--- config.mk ---
export PLATFORM = sky130hd
export DESIGN_NAME = refcounted_slot_pool_unit
export DESIGN_NICKNAME = d
export VERILOG_FILES = /design/src/hw/rtl/rcsp_pkg.sv /design/src/hw/rtl/rcsp_alu.sv /design/src/hw/rtl/rcsp_store.sv /design/src/hw/rtl/rcsp_ctrl.sv /design/src/hw/rtl/refcounted_slot_pool_unit.sv
export SDC_FILE = /design/constraint.sdc
export NUM_CORES = 1
export LEC_CHECK = 0
export BUFFER_PORTS_ARGS = -buffer_cell sky130_fd_sc_hd__buf_2
export CORE_MARGIN = 4
export CORE_UTILIZATION = 59
export DETAILED_ROUTE_END_ITERATION = 6
export PLACE_DENSITY = 0.86
export SLEW_MARGIN = 0
export SYNTH_ARGS = -nofsm -noshare
export SYNTH_HDL_FRONTEND = slang
export SYNTH_SLANG_ARGS = --single-unit
--- constraint.sdc ---
create_clock -name clk -period 7.69 [get_ports clk]
set_input_delay 0.3845 -clock clk [delete_from_list [all_inputs] [get_ports clk]]
set_output_delay 0.3845 -clock clk [all_outputs]
set_load 0.005 [all_outputs]
--- src/hw/rtl/rcsp_pkg.sv ---
// ----------------------------------------------------------------------------
// rcsp_pkg
// Shared types, codes and defaults for the reference-counted slot pool.
// ----------------------------------------------------------------------------
package rcsp_pkg;

  localparam int SLOTS_DEF        = 8;
  localparam int HEADER_BYTES_DEF = 16;
  localparam int MSG_LEN_RESET    = 64;

  localparam int ACTION_W = 2;
  localparam int SLOT_W   = 3;
  localparam int SLOT_BIT_W = $clog2(SLOT_W);
  localparam int STATUS_W = 2;
  localparam int ADDR_W   = 14;
  localparam int CNT_W    = 5;
  localparam int FREE_W   = 4;
  localparam int SUB_W    = 4;
  localparam int MSG_W    = 11;
  localparam int CFG_IDX_W = 1;

  // action codes
  localparam logic [ACTION_W-1:0] ACT_ALLOCATE = 2'd0;
  localparam logic [ACTION_W-1:0] ACT_RELEASE  = 2'd1;
  localparam logic [ACTION_W-1:0] ACT_LOCATE   = 2'd2;

  // status codes
  localparam logic [STATUS_W-1:0] STAT_OK           = 2'd0;
  localparam logic [STATUS_W-1:0] STAT_NO_FREE      = 2'd1;
  localparam logic [STATUS_W-1:0] STAT_ALREADY_FREE = 2'd2;

  // configuration register indexes
  localparam logic [CFG_IDX_W-1:0] CFG_SUBSCRIBERS = 1'd0;
  localparam logic [CFG_IDX_W-1:0] CFG_MSG_LENGTH  = 1'd1;

  typedef struct packed {
    logic [ACTION_W-1:0] action;
    logic [SLOT_W-1:0]   slot;
    logic                for_transmit;
  } req_t;

  typedef struct packed {
    logic [STATUS_W-1:0] status;
    logic [SLOT_W-1:0]   slot_index;
    logic [ADDR_W-1:0]   frame_address;
    logic [ADDR_W-1:0]   payload_address;
    logic [CNT_W-1:0]    pending_reads;
    logic [FREE_W-1:0]   free_slots;
  } rsp_t;

  // update of one slot's stored count
  typedef struct packed {
    logic             we;
    logic [CNT_W-1:0] count;
    logic             set_busy;
    logic             clr_busy;
  } store_cmd_t;

  typedef enum logic [2:0] {
    ST_IDLE,
    ST_SCAN,
    ST_MUL,
    ST_ADDR,
    ST_FINISH
  } state_t;

endpackage

--- src/hw/rtl/rcsp_alu.sv ---
// ----------------------------------------------------------------------------
// rcsp_alu
// Shared address adder: optionally doubles the accumulator, then adds.
// ----------------------------------------------------------------------------
module rcsp_alu (
  input  logic                      dbl,
  input  logic [rcsp_pkg::ADDR_W-1:0] a,
  input  logic [rcsp_pkg::ADDR_W-1:0] b,
  output logic [rcsp_pkg::ADDR_W-1:0] sum
);

  logic [rcsp_pkg::ADDR_W-1:0] a_eff;

  always_comb begin
    a_eff = dbl ? {a[rcsp_pkg::ADDR_W-2:0], 1'b0} : a;
    sum   = a_eff + b;
  end

endmodule

--- src/hw/rtl/rcsp_store.sv ---
// ----------------------------------------------------------------------------
// rcsp_store
// Pending-read counts in a memory, per-slot busy flags and the free counter.
// ----------------------------------------------------------------------------
module rcsp_store #(
  parameter int SLOTS = rcsp_pkg::SLOTS_DEF,
  parameter int IDX_W = (SLOTS > 1) ? $clog2(SLOTS) : 1,
  parameter int CNTF_W = $clog2(SLOTS + 1)
) (
  input  logic                         clk,
  input  logic                         rst,
  input  logic                         rd_en,
  input  logic [IDX_W-1:0]             rd_idx,
  output logic [rcsp_pkg::CNT_W-1:0]   rd_data,
  input  logic [IDX_W-1:0]             idx,
  output logic                         busy_bit,
  input  rcsp_pkg::store_cmd_t         cmd,
  output logic [CNTF_W-1:0]            free_next
);

  logic [rcsp_pkg::CNT_W-1:0] mem [SLOTS];
  logic [SLOTS-1:0]           busy_q;
  logic [CNTF_W-1:0]          free_cnt;

  // entries are only trusted while their busy flag is set
  always_ff @(posedge clk) begin
    if (cmd.we) begin
      mem[idx] <= cmd.count;
    end
    if (rd_en) begin
      rd_data <= mem[rd_idx];
    end
  end

  always_ff @(posedge clk) begin
    if (rst) begin
      busy_q   <= '0;
      free_cnt <= CNTF_W'(SLOTS);
    end else begin
      if (cmd.set_busy) begin
        busy_q[idx] <= 1'b1;
      end else if (cmd.clr_busy) begin
        busy_q[idx] <= 1'b0;
      end
      free_cnt <= free_next;
    end
  end

  always_comb begin
    busy_bit  = busy_q[idx];
    free_next = free_cnt - CNTF_W'(cmd.set_busy) + CNTF_W'(cmd.clr_busy);
  end

endmodule

--- src/hw/rtl/rcsp_ctrl.sv ---
// ----------------------------------------------------------------------------
// rcsp_ctrl
// Request sequencer: slot scan, shift-add address build and result register.
// ----------------------------------------------------------------------------
module rcsp_ctrl #(
  parameter int SLOTS        = rcsp_pkg::SLOTS_DEF,
  parameter int HEADER_BYTES = rcsp_pkg::HEADER_BYTES_DEF,
  parameter int IDX_W        = (SLOTS > 1) ? $clog2(SLOTS) : 1,
  parameter int CNTF_W       = $clog2(SLOTS + 1)
) (
  input  logic                         clk,
  input  logic                         rst,
  input  logic                         start,
  output logic                         busy,
  input  rcsp_pkg::req_t               req,
  input  logic [rcsp_pkg::SUB_W-1:0]   sub_count,
  input  logic [rcsp_pkg::ADDR_W-1:0]  stride,
  output logic                         done,
  output rcsp_pkg::rsp_t               rsp,
  // store side
  output logic                         rd_en,
  output logic [IDX_W-1:0]             rd_idx,
  input  logic [rcsp_pkg::CNT_W-1:0]   rd_data,
  output logic [IDX_W-1:0]             idx_out,
  input  logic                         busy_bit,
  output rcsp_pkg::store_cmd_t         cmd,
  input  logic [CNTF_W-1:0]            free_next,
  // shared adder
  output logic                         alu_dbl,
  output logic [rcsp_pkg::ADDR_W-1:0]  alu_a,
  output logic [rcsp_pkg::ADDR_W-1:0]  alu_b,
  input  logic [rcsp_pkg::ADDR_W-1:0]  alu_sum
);

  rcsp_pkg::state_t state, state_next;

  logic [rcsp_pkg::ACTION_W-1:0]   act;
  logic [rcsp_pkg::SLOT_W-1:0]     slot;
  logic                            tx;
  logic                            in_range;
  logic [IDX_W-1:0]                idx;
  logic [rcsp_pkg::SLOT_BIT_W-1:0] bitk;
  logic [rcsp_pkg::ADDR_W-1:0]     acc;
  logic [rcsp_pkg::ADDR_W-1:0]     payload;
  rcsp_pkg::rsp_t                  rsp_q;
  rcsp_pkg::rsp_t                  rsp_next;
  logic                            done_q;

  logic [IDX_W+rcsp_pkg::SLOT_W-1:0]  req_slot_ext;
  logic [IDX_W+rcsp_pkg::SLOT_W-1:0]  idx_ext;
  logic [CNTF_W+rcsp_pkg::FREE_W-1:0] free_ext;
  logic [rcsp_pkg::CNT_W-1:0]         cnt_new;
  logic                               req_in_range;

  always_comb begin
    req_slot_ext = {{IDX_W{1'b0}}, req.slot};
    req_in_range = req_slot_ext < (IDX_W + rcsp_pkg::SLOT_W)'(SLOTS);
    idx_ext      = {{rcsp_pkg::SLOT_W{1'b0}}, idx};
    free_ext     = {{rcsp_pkg::FREE_W{1'b0}}, free_next};
  end

  // next state
  always_comb begin
    state_next = state;
    case (state)
      rcsp_pkg::ST_IDLE: begin
        if (start) begin
          state_next = (req.action == rcsp_pkg::ACT_ALLOCATE) ? rcsp_pkg::ST_SCAN
                                                                : rcsp_pkg::ST_MUL;
        end
      end
      rcsp_pkg::ST_SCAN: begin
        if (!busy_bit) begin
          state_next = rcsp_pkg::ST_ADDR;
        end else if (idx == IDX_W'(SLOTS - 1)) begin
          state_next = rcsp_pkg::ST_FINISH;
        end
      end
      rcsp_pkg::ST_MUL: begin
        if (bitk == '0) begin
          state_next = rcsp_pkg::ST_ADDR;
        end
      end
      rcsp_pkg::ST_ADDR:   state_next = rcsp_pkg::ST_FINISH;
      rcsp_pkg::ST_FINISH: state_next = rcsp_pkg::ST_IDLE;
      default:             state_next = rcsp_pkg::ST_IDLE;
    endcase
  end

  // outputs and datapath controls
  always_comb begin
    busy     = (state != rcsp_pkg::ST_IDLE);
    rd_en    = (state == rcsp_pkg::ST_IDLE) && start;
    rd_idx   = req_slot_ext[IDX_W-1:0];
    idx_out  = idx;
    alu_dbl  = 1'b0;
    alu_a    = acc;
    alu_b    = '0;
    cmd      = '0;
    cnt_new  = '0;
    rsp_next = '0;
    rsp_next.slot_index      = slot;
    rsp_next.frame_address   = acc;
    rsp_next.payload_address = payload;

    case (state)
      rcsp_pkg::ST_SCAN: begin
        alu_b = stride;
      end
      rcsp_pkg::ST_MUL: begin
        // msb-first shift-add of the slot number times the stride
        alu_dbl = 1'b1;
        alu_b   = slot[bitk] ? stride : '0;
      end
      rcsp_pkg::ST_ADDR: begin
        alu_b = rcsp_pkg::ADDR_W'(HEADER_BYTES);
      end
      rcsp_pkg::ST_FINISH: begin
        case (act)
          rcsp_pkg::ACT_ALLOCATE: begin
            if (busy_bit) begin
              // pool full: index and addresses report zero
              rsp_next.status          = rcsp_pkg::STAT_NO_FREE;
              rsp_next.slot_index      = '0;
              rsp_next.frame_address   = '0;
              rsp_next.payload_address = '0;
            end else begin
              cnt_new = rcsp_pkg::CNT_W'(sub_count) + rcsp_pkg::CNT_W'(tx);
              cmd.we       = 1'b1;
              cmd.count    = cnt_new;
              cmd.set_busy = (cnt_new != '0);
              rsp_next.status        = rcsp_pkg::STAT_OK;
              rsp_next.slot_index    = idx_ext[rcsp_pkg::SLOT_W-1:0];
              rsp_next.pending_reads = cnt_new;
            end
          end
          rcsp_pkg::ACT_RELEASE: begin
            if (!in_range || !busy_bit) begin
              rsp_next.status = rcsp_pkg::STAT_ALREADY_FREE;
            end else begin
              cnt_new = rd_data - rcsp_pkg::CNT_W'(1);
              cmd.we       = 1'b1;
              cmd.count    = cnt_new;
              cmd.clr_busy = (cnt_new == '0);
              rsp_next.status        = rcsp_pkg::STAT_OK;
              rsp_next.pending_reads = cnt_new;
            end
          end
          default: begin
            // locate, also for the unused action code
            rsp_next.status        = rcsp_pkg::STAT_OK;
            rsp_next.pending_reads = (in_range && busy_bit) ? rd_data : '0;
          end
        endcase
        rsp_next.free_slots = free_ext[rcsp_pkg::FREE_W-1:0];
      end
      default: begin
      end
    endcase

    done = done_q;
    rsp  = rsp_q;
  end

  always_ff @(posedge clk) begin
    if (rst) begin
      state  <= rcsp_pkg::ST_IDLE;
      done_q <= 1'b0;
    end else begin
      state  <= state_next;
      done_q <= (state == rcsp_pkg::ST_FINISH);
    end
  end

  always_ff @(posedge clk) begin
    case (state)
      rcsp_pkg::ST_IDLE: begin
        if (start) begin
          act      <= req.action;
          slot     <= req.slot;
          tx       <= req.for_transmit;
          in_range <= req_in_range;
          acc      <= '0;
          bitk     <= rcsp_pkg::SLOT_BIT_W'(rcsp_pkg::SLOT_W - 1);
          idx      <= (req.action == rcsp_pkg::ACT_ALLOCATE) ? '0
                                                              : req_slot_ext[IDX_W-1:0];
        end
      end
      rcsp_pkg::ST_SCAN: begin
        // step to the next slot, carrying its frame offset along
        if (busy_bit && (idx != IDX_W'(SLOTS - 1))) begin
          idx <= idx + IDX_W'(1);
          acc <= alu_sum;
        end
      end
      rcsp_pkg::ST_MUL: begin
        acc  <= alu_sum;
        bitk <= bitk - rcsp_pkg::SLOT_BIT_W'(1);
      end
      rcsp_pkg::ST_ADDR: begin
        payload <= alu_sum;
      end
      rcsp_pkg::ST_FINISH: begin
        rsp_q <= rsp_next;
      end
      default: begin
      end
    endcase
  end

endmodule

--- src/hw/rtl/refcounted_slot_pool_unit.sv ---
// ----------------------------------------------------------------------------
// refcounted_slot_pool_unit
// Pool of message slots with pending-read counts: allocate, release, locate.
// ----------------------------------------------------------------------------
// release and locate: 3-step shift-add of slot times stride, one header add, then
// the commit step; the result strobe is registered after the commit step
// allocate: scan one slot per cycle from 0, header add if one is free, commit step
// busy stays high until the result cycle; a new start is taken in that cycle
// the receiver cannot stall: done is high for exactly one cycle, rsp holds until the next result
// reset: every slot free, subscriber_count 0, message_length 64
module refcounted_slot_pool_unit #(
  parameter int SLOTS        = rcsp_pkg::SLOTS_DEF,
  parameter int HEADER_BYTES = rcsp_pkg::HEADER_BYTES_DEF
) (
  input  logic                           clk,
  input  logic                           rst,
  input  logic                           start,
  output logic                           busy,
  input  rcsp_pkg::req_t                 req,
  output logic                           done,
  output rcsp_pkg::rsp_t                 rsp,
  input  logic                           cfg_valid,
  output logic                           cfg_ready,
  input  logic [rcsp_pkg::CFG_IDX_W-1:0] cfg_index,
  input  logic [rcsp_pkg::MSG_W-1:0]     cfg_data
);

  localparam int IDX_W  = (SLOTS > 1) ? $clog2(SLOTS) : 1;
  localparam int CNTF_W = $clog2(SLOTS + 1);

  logic [rcsp_pkg::SUB_W-1:0]  sub_count;
  logic [rcsp_pkg::ADDR_W-1:0] stride;

  logic                        rd_en;
  logic [IDX_W-1:0]            rd_idx;
  logic [rcsp_pkg::CNT_W-1:0]  rd_data;
  logic [IDX_W-1:0]            idx;
  logic                        busy_bit;
  rcsp_pkg::store_cmd_t        cmd;
  logic [CNTF_W-1:0]           free_next;
  logic                        alu_dbl;
  logic [rcsp_pkg::ADDR_W-1:0] alu_a;
  logic [rcsp_pkg::ADDR_W-1:0] alu_b;
  logic [rcsp_pkg::ADDR_W-1:0] alu_sum;

  assign cfg_ready = 1'b1;

  // the slot stride is kept ready instead of the raw message length
  always_ff @(posedge clk) begin
    if (rst) begin
      sub_count <= '0;
      stride    <= rcsp_pkg::ADDR_W'(HEADER_BYTES + rcsp_pkg::MSG_LEN_RESET);
    end else if (cfg_valid && cfg_ready) begin
      case (cfg_index)
        rcsp_pkg::CFG_SUBSCRIBERS: sub_count <= cfg_data[rcsp_pkg::SUB_W-1:0];
        rcsp_pkg::CFG_MSG_LENGTH: begin
          stride <= rcsp_pkg::ADDR_W'(HEADER_BYTES) + rcsp_pkg::ADDR_W'(cfg_data);
        end
        default: begin
        end
      endcase
    end
  end

  rcsp_ctrl #(
    .SLOTS        (SLOTS),
    .HEADER_BYTES (HEADER_BYTES),
    .IDX_W        (IDX_W),
    .CNTF_W       (CNTF_W)
  ) u_ctrl (
    .clk       (clk),
    .rst       (rst),
    .start     (start),
    .busy      (busy),
    .req       (req),
    .sub_count (sub_count),
    .stride    (stride),
    .done      (done),
    .rsp       (rsp),
    .rd_en     (rd_en),
    .rd_idx    (rd_idx),
    .rd_data   (rd_data),
    .idx_out   (idx),
    .busy_bit  (busy_bit),
    .cmd       (cmd),
    .free_next (free_next),
    .alu_dbl   (alu_dbl),
    .alu_a     (alu_a),
    .alu_b     (alu_b),
    .alu_sum   (alu_sum)
  );

  rcsp_store #(
    .SLOTS  (SLOTS),
    .IDX_W  (IDX_W),
    .CNTF_W (CNTF_W)
  ) u_store (
    .clk       (clk),
    .rst       (rst),
    .rd_en     (rd_en),
    .rd_idx    (rd_idx),
    .rd_data   (rd_data),
    .idx       (idx),
    .busy_bit  (busy_bit),
    .cmd       (cmd),
    .free_next (free_next)
  );

  rcsp_alu u_alu (
    .dbl (alu_dbl),
    .a   (alu_a),
    .b   (alu_b),
    .sum (alu_sum)
  );

endmodule

# ---- Word-level counts from Yosys, hierarchy flattened
# Memories as Yosys holds them, arrays and structs flattened. A register that Yosys moved wholly into a read port is not among the register bits.
# Index checks and enable logic that the tools add are counted.
dict set report classes {
  addsub 8
  mul 0
  div_mod_pow 0
  n_lt_le_gt_ge 3
  n_eq_ne 11
  shifts 0
  muxes 45
  bitwise 4
  n_reduce_logical 21
}
# op count
set ops {}
lappend ops {{14-bit case mux with 3 select lines} 2}
lappend ops {{14-bit two-way mux} 4}
lappend ops {{31-bit two-way mux} 1}
lappend ops {{28-bit two-way mux} 1}
lappend ops {{8-bit two-way mux} 3}
lappend ops {{3-bit two-way mux} 7}
lappend ops {{5-bit two-way mux} 3}
lappend ops {{14-bit adder} 1}
lappend ops {{5-bit by 11-bit adder with 12-bit output (first input constant)} 1}
lappend ops {{3-bit case mux with 4 select lines} 1}
lappend ops {{6-bit case mux with 2 select lines} 1}
lappend ops {{5-bit case mux with 2 select lines} 1}
lappend ops {{1-bit two-way mux} 9}
lappend ops {{3-bit AND reduction} 3}
lappend ops {{8-bit AND} 1}
lappend ops {{8-bit NOT} 1}
lappend ops {{8-bit OR} 1}
lappend ops {{2-bit case mux with 2 select lines} 2}
lappend ops {{2-bit AND reduction} 4}
lappend ops {{7-bit two-way mux} 1}
lappend ops {{3-bit by 2-bit == test with 1-bit output (second input constant)} 2}
lappend ops {{3-bit == test (second input constant)} 2}
lappend ops {{2-bit logical NOT} 3}
lappend ops {{2-bit two-way mux} 3}
lappend ops {{27 further kinds} 34}
dict set report word_totals {
  regBits 115
  latch_bits 0
  ramBits 40
  rom_bits 0
  inputBits 22
  output_inout_bits 45
  elab_cells 112
  memories 1
}
# name depth width rd rd_ports_with_merged_regs wr line
set mem_list {}
lappend mem_list {u_store.mem 8 5 1 1 1 rcsp_store.sv:21} ;# logic [rcsp_pkg::CNT_W-1:0] mem [SLOTS];

# ---- Longest topological paths before layout
dict set report logic_depth {
  depth_word 8
  mapped_depth 16
  ltp_nobuf 15
}

# ---- Cells and area by module
# From an unflattened synthesis, not the netlist that was laid out.
dict set report hier_totals {
  hier_cells 625
  hier_area_um2 7713.6
}
# module instances cells_each area_per_inst_um2 seq_area_each_um2
set by_module_without_submodules {}
lappend by_module_without_submodules {rcsp_ctrl 1 285 3727.3 2512.4}
lappend by_module_without_submodules {rcsp_store 1 155 2469.9 1591.5}
lappend by_module_without_submodules {rcsp_alu 1 106 832.0 0.0}
lappend by_module_without_submodules {refcounted_slot_pool_unit 1 79 684.4 320.3}

# ---- Least setup slack after synthesis
# OpenSTA, ideal clock, no wires.
dict set report synth_timing {
  kind {register to register}
  from {register u_ctrl.state[1]}
  to {register u_ctrl.rsp_q, in the netlist u_ctrl.rsp[1], data pin}
  setup_ps 251
  arrival_ps 5787
  t_required_ps 7439
  setup_slack_ps 1652
  stages_incl_launch_ff 11
  path_buffers 1
  synth_period_minus_slack_ps 6038
  cell_sequence {dfxtp_1 clkbuf_1 nor3b_1 nand2b_1 nor4_1 nand3_1 inv_1 ha_1 inv_1 fa_1 inv_1}
}
dict set report synth_between {
  elab_chain_cells 4
}
# element line
set synth_lines {}
lappend synth_lines {{start, declared} rcsp_ctrl.sv:35} ;# rcsp_pkg::state_t state, state_next;
lappend synth_lines {{start signal, assigned} rcsp_ctrl.sv:167} ;# state <= rcsp_pkg::ST_IDLE;
lappend synth_lines {{start signal, assigned} rcsp_ctrl.sv:170} ;# state <= state_next;
lappend synth_lines {{3-bit == test *} rcsp_ctrl.sv:106} ;# case (state)
lappend synth_lines {{8-bit two-way mux *} rcsp_ctrl.sv:106}
lappend synth_lines {{4-bit by 1-bit subtractor with 4-bit output} rcsp_store.sv:51} ;# free_next = free_cnt - CNTF_W'(cmd.set_busy) + CNTF_W'(cmd.clr_busy);
lappend synth_lines {{4-bit by 1-bit adder with 4-bit output *} rcsp_store.sv:51}
lappend synth_lines {{net free_next[1]} refcounted_slot_pool_unit.sv:40} ;# logic [CNTF_W-1:0] free_next;
lappend synth_lines {{end signal, assigned} rcsp_ctrl.sv:204} ;# rsp_q <= rsp_next;
lappend synth_lines {{end, declared} rcsp_ctrl.sv:45} ;# rcsp_pkg::rsp_t rsp_q;
# Mark *: on every way through the listed nets, which the timed path passes. The rest lies on a longest branch.
# A chain may end at the register's enable or synchronous reset.

# ---- Worst setup path in the final report
dict set report layout_timing {
  from {register u_ctrl.bitk[0] in the netlist's numbering}
  to {register u_ctrl.acc, in the netlist u_ctrl.alu_a[12], data pin}
}
dict set report layout_between {
  elab_chain_cells 7
}
# element line
set layout_lines {}
lappend layout_lines {{start, declared} rcsp_ctrl.sv:42} ;# logic [rcsp_pkg::SLOT_BIT_W-1:0] bitk;
lappend layout_lines {{start signal, assigned} rcsp_ctrl.sv:184} ;# bitk <= rcsp_pkg::SLOT_BIT_W'(rcsp_pkg::SLOT_W - 1);
lappend layout_lines {{start signal, assigned} rcsp_ctrl.sv:198} ;# bitk <= bitk - rcsp_pkg::SLOT_BIT_W'(1);
lappend layout_lines {{1-bit binary-select mux with 2-bit select *} rcsp_ctrl.sv:113} ;# alu_b = slot[bitk] ? stride : '0;
lappend layout_lines {{1-bit two-way mux (not written as such) *} rcsp_ctrl.sv:113}
lappend layout_lines {{14-bit two-way mux *} rcsp_ctrl.sv:113}
lappend layout_lines {{14-bit case mux with 3 select lines *} rcsp_ctrl.sv:106}
lappend layout_lines {{14-bit adder *} rcsp_alu.sv:16} ;# sum = a_eff + b;
lappend layout_lines {{14-bit two-way mux} rcsp_ctrl.sv:191} ;# if (busy_bit && (idx != IDX_W'(SLOTS - 1))) begin
lappend layout_lines {{14-bit case mux with 3 select lines *} rcsp_ctrl.sv:176} ;# case (state)
lappend layout_lines {{end signal, assigned} rcsp_ctrl.sv:193} ;# acc <= alu_sum;
lappend layout_lines {{end signal, assigned} rcsp_ctrl.sv:197} ;# acc <= alu_sum;
lappend layout_lines {{end, declared} rcsp_ctrl.sv:43} ;# logic [rcsp_pkg::ADDR_W-1:0] acc;
# Every way passes the cells marked *; elsewhere a longest branch is shown, timed or not. The select of a mux whose other input is x is not followed.

==> impl_metrics.toml <==
[worst_hold_path]
whs_path_depth = 1
hold_path_class = "input pin to register"
holdCritStartpoint = "req[0]"
min_to = "u_ctrl.tx"

[sta]
tns_ps = 0
setup_viol = 0
worst_slack_ps = 4120
rsz0062_at_grt = "no"
fin_crit_sh_pct = 46.4
period_needed_ps = 3570
fin_skew_ps = 12.1
tightest_slew_ps = 1050
max_freq_mhz = 280
slew_violations = 0
hold_viol_final = 0
relSlewSlack_pct = 30.0

[placement]
dp_hpwl_um = 10600
dp_slack_ps = 4190
place_area_um2 = 7830
place.gp.congestion = 0.948
portBuffers = 65

[logic_synthesis]
synth_fp_nets = 650
synth_top_area_share_pct = 51.3
synth-simple-area-share_pct = 15.4
synth_seq_cells = 158
synth_area_um2 = 7370
synth_xor_area_share_pct = 2.38
synthMuxAreaShare_pct = 7.16
synth_cell_types = 58
yosys_warnings = 0
synth_edf_count = 126
synthesis.instances = 602
synth_area_per_cell_um2 = 12.3
ys_async_sr_fraction_pct = 0
synth_compound_area_share_pct = 7.58
ys_top_cells_by_area = "edfxtp_1, dfxtp_1, and2_1"
synthFlopType = "edfxtp_1"
synth_fa_ha_area_share_pct = 4.61
yosys.area.top_type = "edfxtp_1"
synth_top_family_by_area = "simple AND/OR/NAND/NOR gates"
yosysSeqAreaShare_pct = 60.0

[global_routing]
grt_max_degree = 46
grt_pass1_wl_um = 24300
gr-usage-all-layers_pct = 22.1
overflow = 0
grt_antenna_before_repair = 0
grt_pass1_vias = 4897

[finish]
final_util_pct = 69.4
antenna_cells = 0
finalNetCount = 711
num-fill-cells = 831
finalInstanceArea_um2 = 8400
area_growth_pct = 13.9
drive_gt1_share_pct = 20.1

[power_and_ir_drop]
fin_total_pwr_mw = 2.52
peakVddDrop_v = 0.000198
p_leak_nw = 3.06
p_per_area_nw_per_um2 = 299

[route]
wl_um = 15000
antenna_left = 0
vias = 4952
wl_per_cell_um = 17.8
drc = 0
drtIter0Drc = 428
first_pass_iters = 5
vias_per_cell = 5.87

[clock_tree]
path_clk_slew_ps = 70
cts_setup_buffers = 0
cts.sinks = 158
clock_latency_ps = 440
cts_made_buffers = 17
clock_path_buffers = 2
h-tree-depth = 4
cts_tree = "yes"
clockRootBuffer = "clkbuf_16"
cts_resized = 0
cts_hold_buf = 0

[setup_path]
reg2reg_to = "u_ctrl.alu_a[12]"
startpoint_type = "register"
ff2ff_setup_slack_ps = 4120
arrival_ps = 3760
crit_type = "register to register"
required_ps = 7880
path_max_fanout = 12
worstRegToRegCells = 15
cp-end-kind = "register"
regToRegStartpoint = "u_ctrl.bitk[0]"

[floorplanning]
io-pin-count = 67
die-area_um2 = 14400
initial_core_util_pct = 60.9
core-area_um2 = 12100
fp-row-count = 40
dieWidth_um = 120
die-height_um = 120

[outcome]
status = "completed"

[run]
cap_violations = 0
## layer usage
layer	GRT usage, %	wire (um)	vias up
li1	-	-	2284
met1	27.1	6040	2404
met2	35.3	7370	218
met3	6.36	1040	46
met4	12.3	569	0
met5	0	0	-
## worst max-delay path, stage by stage, from the launching register on
cell	delay [ps]
edfxtp_1	430
inv_1	120
and3_1	160
o21ai_0	100
o21a_1	210
nor2_1	380
and2_1	210
ha_1	160
inv_1	50
fa_1	400
nor2b_1	160
o31a_1	220
o31ai_1	120
o31ai_1	270
nand3_1	150
and3b_1	180
## per-stage QoR
step	std cells	hold WS, ps
6_report	844	132
2_1_floorplan	602	427
3_5_place_dp	812	456
3_3_place_gp	812	446
5_1_grt	844	118
4_1_cts	844	116
## cell type report
type	count	area, um^2	share of cell area [%]
multi-input combinational	393	2750	32.7
clock buffer	17	425	5.06
sequential	158	4420	52.7
tap	168	210	2.50
clock inverter	15	153	1.82
timing repair buffer	68	348	4.14
inverter	25	93.8	1.12
## worst max path at each step
stage / startpoint / to / slack [ps]
CTS: u_ctrl.bitk[0] / u_ctrl.alu_a[12] / 4140
global placement: u_ctrl.bitk[0] / u_ctrl.alu_a[12] / 4350
finish: u_ctrl.bitk[0] / u_ctrl.alu_a[12] / 4120
global route: u_ctrl.bitk[0] / u_ctrl.alu_a[12] / 3840
floorplan: u_ctrl.state[1] / u_ctrl.rsp[1] / 1650
detailed placement: u_ctrl.bitk[0] / u_ctrl.alu_a[12] / 4190
## registers in the layout (all words and copies together) (netlist names), named ones only
signal / count
sub_count: 4
u_ctrl.slot: 3
stride: 12
u_ctrl.state: 3
u_ctrl.rsp: 42
u_ctrl.bitk: 2
u_ctrl.done: 1
u_ctrl.alu_a: 14
u_store.free_cnt: 4
u_ctrl.idx_out: 3
u_ctrl.act: 2
u_ctrl.payload: 14
u_store.rd_data: 5
u_ctrl.tx: 1
u_store.mem: 40
## cells in the final DEF, fill, tap and decap left out, types with 6 or more instances in the layout
cell	synthesis	final
buf_2	3	65
edfxtp_1	126	126
xnor2_1	12	12
ha_1	24	24
o21ai_0	26	26
xor2_1	8	8
clkbuf_16	0	17
dfxtp_1	32	32
inv_1	25	25
and2_1	48	48
o21ai_1	11	11
nand3_1	16	16
nor2_1	51	51
mux2i_1	7	7
clkinvlp_4	0	6
nand2_1	40	40
mux2_2	17	17
nor2b_1	20	20
nand2b_1	10	10
a21oi_1	21	21
mux4_2	10	10
nor3_1	9	9
## report_power, final
part	internal [mW]	total (mW)	switching [mW]
clock	0.454	0.813	0.359
combinational	0.243	0.567	0.324
sequential	1.06	1.13	0.0761
total	1.76	2.52	0.759
## Yosys cell counts (all sizes together) (2+ instances only)
library cell / instances
nor4: 2
or3: 5
and2: 49
edfxtp: 126
mux2i: 7
nand2b: 10
ha: 24
nand2: 40
or2: 5
nand3b: 4
o21ai: 37
mux2: 18
or3b: 2
nor2: 51
a311oi: 2
nand3: 16
a21oi: 21
a211oi: 3
inv: 25
o31ai: 2
nor3b: 3
xnor2: 12
fa: 2
nor3: 9
nor2b: 20
o31a: 2
o21a: 5
buf: 9
a21o: 2
xor2: 8
clkbuf: 17
dfxtp: 32
a2bb2oi: 2
mux4: 11
a211o: 4
## logic make-up (layout without fill, tap and decap cells)
logic type	count (synthesis)	count (layout)
and+or+nand+nor	220	220
AOI/OAI and AO/OA	90	90
muxes	36	36
other	1	1
buffers and inverters	51	125
xor gates and xnor gates	20	20
adders and majority gates	26	26
DFF	158	158
No activity file was read; power rests on OpenSTA's default activity.
